## config.mk

```make
export PLATFORM = sky130hd
export DESIGN_NAME = lseu_ctrl
export DESIGN_NICKNAME = d
export VERILOG_FILES = /design/src/rtl/core/lseu_pkg.sv /design/src/rtl/core/lseu_ctrl.sv
export SDC_FILE = /design/constraint.sdc
export NUM_CORES = 1
export LEC_CHECK = 0
export ABC_AREA = 0
export BUFFER_PORTS_ARGS = -buffer_cell sky130_fd_sc_hd__buf_2
export CAP_MARGIN = 25
export CORE_AREA = 2 2 39 41
export DETAILED_ROUTE_END_ITERATION = 7
export DIE_AREA = 0 0 41 43
export GPL_TIMING_DRIVEN = 1
export MAX_ROUTING_LAYER = met4
export SLEW_MARGIN = 20
export SYNTH_ARGS = -nofsm -noshare
export SYNTH_HDL_FRONTEND = slang
export SYNTH_SLANG_ARGS = --single-unit
```

## constraint.sdc

```tcl
create_clock -name clk -period 1 [get_ports clk]
set_input_delay 0.05 -clock clk [delete_from_list [all_inputs] [get_ports clk]]
set_output_delay 0.05 -clock clk [all_outputs]
set_load 0.02 [all_outputs]
```

## src/rtl/core/lseu_pkg.sv

```systemverilog
// Shared types, codes and constants for the logic and shift execute unit.
`default_nettype none

package lseu_pkg;

  // Operation codes.
  localparam logic [3:0] OP_AND   = 4'd0;
  localparam logic [3:0] OP_EOR   = 4'd1;
  localparam logic [3:0] OP_ORA   = 4'd2;
  localparam logic [3:0] OP_ASL   = 4'd3;
  localparam logic [3:0] OP_LSR   = 4'd4;
  localparam logic [3:0] OP_ROL   = 4'd5;
  localparam logic [3:0] OP_ROR   = 4'd6;
  localparam logic [3:0] OP_WRITE = 4'd7;
  localparam logic [3:0] OP_READ  = 4'd8;
  localparam logic [3:0] OP_SET   = 4'd9;

  // Addressing mode codes.
  localparam logic [2:0] MODE_IMM  = 3'd0;
  localparam logic [2:0] MODE_ZP   = 3'd1;
  localparam logic [2:0] MODE_ZPX  = 3'd2;
  localparam logic [2:0] MODE_ABS  = 3'd3;
  localparam logic [2:0] MODE_ABSX = 3'd4;
  localparam logic [2:0] MODE_ABSY = 3'd5;
  localparam logic [2:0] MODE_INDX = 3'd6;
  localparam logic [2:0] MODE_INDY = 3'd7;

  // Result status codes.
  localparam logic STATUS_OK  = 1'b0;
  localparam logic STATUS_BAD = 1'b1;

  // Status byte bit positions.
  localparam int FLAG_N_BIT = 7;
  localparam int FLAG_Z_BIT = 1;
  localparam int FLAG_C_BIT = 0;

  // Sequencer states.
  typedef enum logic [2:0] {
    ST_IDLE,
    ST_PTR_LO,
    ST_PTR_HI,
    ST_PTR_ADR,
    ST_RD,
    ST_EXEC
  } state_t;

  // Commands from the sequencer to the datapath.
  typedef struct packed {
    logic load;
    logic ptr_lo;
    logic ptr_hi;
    logic ptr_adr;
    logic exec;
  } dp_cmd_t;

  // Status from the datapath to the sequencer.
  typedef struct packed {
    logic go_ptr;
    logic go_read;
    logic item_read;
  } dp_stat_t;

endpackage

`default_nettype wire

```

## src/rtl/core/lseu_ctrl.sv

```systemverilog
// Sequencer for the execute unit: steps each request through its memory accesses.
`default_nettype none

module lseu_ctrl (
  input  wire logic              clk,
  input  wire logic              rst_n,
  input  wire logic              start,
  input  wire lseu_pkg::dp_stat_t stat,
  output logic                   busy,
  output lseu_pkg::dp_cmd_t      cmd
);

  import lseu_pkg::*;

  state_t state_r;
  state_t state_nxt;

  // State register.
  always_ff @(posedge clk) begin
    if (!rst_n) begin
      state_r <= ST_IDLE;
    end else begin
      state_r <= state_nxt;
    end
  end

  // Next state.
  always_comb begin
    state_nxt = state_r;
    case (state_r)
      ST_IDLE: begin
        if (start) begin
          if (stat.go_ptr) begin
            state_nxt = ST_PTR_LO;
          end else if (stat.go_read) begin
            state_nxt = ST_RD;
          end else begin
            state_nxt = ST_EXEC;
          end
        end
      end
      ST_PTR_LO:  state_nxt = ST_PTR_HI;
      ST_PTR_HI:  state_nxt = ST_PTR_ADR;
      ST_PTR_ADR: state_nxt = stat.item_read ? ST_RD : ST_EXEC;
      ST_RD:      state_nxt = ST_EXEC;
      ST_EXEC:    state_nxt = ST_IDLE;
      default:    state_nxt = ST_IDLE;
    endcase
  end

  // Outputs; the operand read uses the default memory address.
  always_comb begin
    cmd  = '0;
    busy = 1'b1;
    case (state_r)
      ST_IDLE: begin
        busy     = 1'b0;
        cmd.load = start;
      end
      ST_PTR_LO:  cmd.ptr_lo  = 1'b1;
      ST_PTR_HI:  cmd.ptr_hi  = 1'b1;
      ST_PTR_ADR: cmd.ptr_adr = 1'b1;
      ST_RD:      busy        = 1'b1;
      ST_EXEC:    cmd.exec    = 1'b1;
      default:    busy        = 1'b1;
    endcase
  end

endmodule

`default_nettype wire

```

Yosys cells after proc, flatten, opt, wreduce, memory -nomap -nowiden --
Cells that the tools add are included.
Cells by class: equal/unequal tests 6, mux-type cells 11, reductions and logical operators 1
Operators by type and width (count):
- $pmux W3 S5 | 1
- $mux W1 | 8
- $eq A3 B2 Y1 const B | 2
- $eq A3 B3 Y1 const B | 2
- $mux W3 | 2
- $eq A3 B1 Y1 const B | 1
- $logic_not A3 Y1 | 1
- $ne A2 B2 Y1 const B | 1
Word-level totals: register bits after elaboration 3, bits of input ports 6, output and inout bits 6, logic and storage cells 19

Depth between registers and ports, before layout --
depth after elaboration 4, depth in mapped cells 4, depth with buffers taken out 3

Least setup slack after synthesis --
OpenSTA, ideal clock, no wires.
path type register to output, from reg state_r[1], to out cmd[4] in the netlist's numbering, arrival 1.050 ns, data required time 0.950 ns, setup slack -0.100 ns, cell stages (with the launch flop) 4, path buffers 1, cell sequence dfxtp_1 > buf_6 > or3_4 > nor2_2
RTL lines:
- from (decl) | line lseu_ctrl.sv:15 | state_t state_r;
- from (signal assigned) | line lseu_ctrl.sv:23 | state_r <= state_nxt;
- to (decl) | line lseu_ctrl.sv:10 | output lseu_pkg::dp_cmd_t cmd

==> summary.md <==
| Metric | Value |
|---|---|
| Max FFs per register | 3 |
| Yosys Warn Count | 0 |
| Regs by FF count | state_r x3 |
| Finish-stage setup viols | 6 |
| Worst R2R Start | state_r[1]$_SDFFE_PN0P_ |
| Sequential area share after synthesis | 29.09% |
| CTS Buffer Depth | 2 |
| Largest net degree at the start of global routing | 8 |
| Starting Density | 14.92% |
| F_max | 833.3 MHz |
| Area Overhead vs Synth | 100.6% |
| Design Area, Final | 414.1 µm² |
| Crit Path Class | reg2out |
| Syn Area/Cell | 7.646 µm² |
| Max cap viols | 0 |
| Worst vdd ir | 929.8 µV |
| Final HPWL DP | 396.1 µm |
| Net Count, Synth | 33 |
| R2R setup slack | 0.06 ns |
| Synth cell types | 18 |
| Pre-CTS setup slack | 0.01603 ns |
| Failing checks | negative setup slack |
| Worst Skew | 0.001536 ns |
| Total track usage | 7.487% |
| Initial antenna violation count | 0 |
| Yosys reg bits | 3 |
| Hold/Removal Path Class | in2reg |
| Total clock sinks | 3 |
| Vias in the first global route | 221 |
| Final period utilization | 120.0% |
| Biggest register | state_r |
| Pwr per Cell Area | 1747 mW/mm² |
| # port buffers | 11 |
| Critical path origin | state_r[1]$_SDFFE_PN0P_ |
| Fin. max-slew vios | 0 |
| Worst setup margin | -0.2001 ns |
| Syn Inst Count | 27 |
| DRT iter0 DRCs | 2 |
| Worst hold margin | 0.07333 ns |
| CTS Root Cell | clkbuf_4 |
| Fraction of layout cells with a size suffix above 1 | 66.67% |
| IO Count | 12 |
| Worst r2r dst | state_r[1]$_SDFFE_PN0P_ |
| Arr. time, crit path | 1.15 ns |
| P_leak | 0.0001981 µW |
| Global placement routability congestion | 0.7435 |
| Critical path capture point type | output pin |
| Reg2reg path depth | 4 |
| Total power | 723.7 µW |
| Final hold vios | 0 |
| Routed length per instance | 9.094 µm |
| Total die area | 0.001763 mm² |
| Placed Area | 302.8 µm² |
| Reg clk slew, reported paths | 0.04 ns |
| Die Height | 43 µm |
| Least-Margin Pin Slew | 0.1322 ns |
| Slew HR | 91.09% |
| Num CTS Buffers | 3 |
| Core ar. | 0.001384 mm² |
| Latest clock arrival within the worst-skew pair | 0.23 ns |
| Critical Path Start Type | flip-flop |
| Min Tclk post-route | 1.200 ns |
| Die Wd | 41 µm |
| N_diodes | 0 |
| Worst Path Required | 0.95 ns |
| Post-synthesis instance area | 206.4 µm² |
| Layout Utilization | 29.93% |
| CTS tree | yes |
| Final WL | 582 µm |
| Unrepaired setup endpoints after global routing | yes |
| Global-route wire length before repair | 800 µm |
| Min-delay src | rst_n |
| Vias | 258 |
| Status | finished, violations left |
| Vias per cell | 4.031 |
| Residual DRC | 0 |
| Row count | 14 |
| CTS H-Tree Depth | 1 |
| Pre-antenna DRT Iters | 2 |
| Overflow after GRT | 0 |
| Hold path depth | 3 |
| Crit path max fanout | 2 |
| # hold bufs at CTS | 0 |
| Detail Route Antenna Nets | 0 |
| Worst hold endpoint | state_r[2]$_SDFFE_PN0P_ |
| Final net count | 55 |
cell families after synthesis:
kind of cell,Yosys count,synth area share (%)
compound gates,4,9.693
xor+xnor,1,4.243
buf+inv,5,14.55
simple gates,14,42.43
flops,3,29.09
Yosys cell counts:
cell type / instances / area share, %
o21ai_0: 3 / 7.3
nand2_1: 3 / 5.5
a21oi_1: 1 / 2.4
xnor2_1: 1 / 4.2
buf_6: 1 / 5.5
buf_4: 1 / 3.6
and4_1: 1 / 4.2
nor3b_1: 2 / 7.3
inv_1: 2 / 3.6
nor2b_1: 1 / 3.0
inv_2: 1 / 1.8
dfxtp_1: 3 / 29
and3_1: 1 / 3.0
nor2_1: 2 / 3.6
nor2_2: 1 / 3.0
and3b_2: 1 / 4.8
nor3_1: 1 / 2.4
or3_4: 1 / 5.5
worst max-delay path: stages, from the launching register on:
cell	delay [ns]
dfxtp_2	0.32
or3_4	0.39
nor2_4	0.09
buf_6	0.11
what timing repair did:
action                     in CTS  in global routing
hold endpoints to repair        0                  0
pin swaps                       1                  1
buffers inserted                1                  3
resized for setup              10                  9
setup endpoints to repair       6                  7
through the flow:
stage	cells	TNS, ns
after floorplan	27	-0.06884
after global placement	56	0
after detailed placement	56	0
after CTS	61	-0.8037
after global routing	64	-1.258
final	64	-0.9708
cell type report:
type / count / area, µm²
Clock buffer: 4 / 26.28
Fill cell: 154 / 969.7
Inverter: 3 / 11.26
Multi-Input combinational cell: 19 / 136.4
Sequential cell: 3 / 66.31
Tap cell: 16 / 20.02
Timing Repair Buffer: 19 / 153.9
where the power goes:
group	internal, µW	total, µW	switching, µW
registers	144	162	18.1
logic	188	347	159
clock network	150	215	65.2
total	481	724	242
cell usage in the layout (no fill, tap or decap), types with 2 or more instances in the layout:
cell	n
nor2_1	2
nand2_1	3
buf_4	6
buf_6	7
inv_1	2
dfxtp_2	2
buf_2	6
clkbuf_4	3
o21ai_0	2
worst max-delay path by stage:
| stage | end | slack (ns) | cells past startpoint |
|---|---|---|---|
| detailed placement | cmd[4] | 0.02 | 3 |
| floorplan | cmd[4] | -0.05 | 3 |
| global route | cmd[4] | -0.25 | 3 |
| finish | cmd[4] | -0.20 | 3 |
| CTS | cmd[4] | -0.20 | 3 |
| global placement | cmd[4] | 0.03 | 3 |
layer usage:
metal	share of wire, %	vias up	global-route usage (%)
li1	-	132	-
met1	40	111	8.599
met2	49	13	8.750
met3	7.7	2	4.712
met4	3.3	0	6.000
met5	0	-	-
Note: power is estimated with default switching activity, not from simulation.
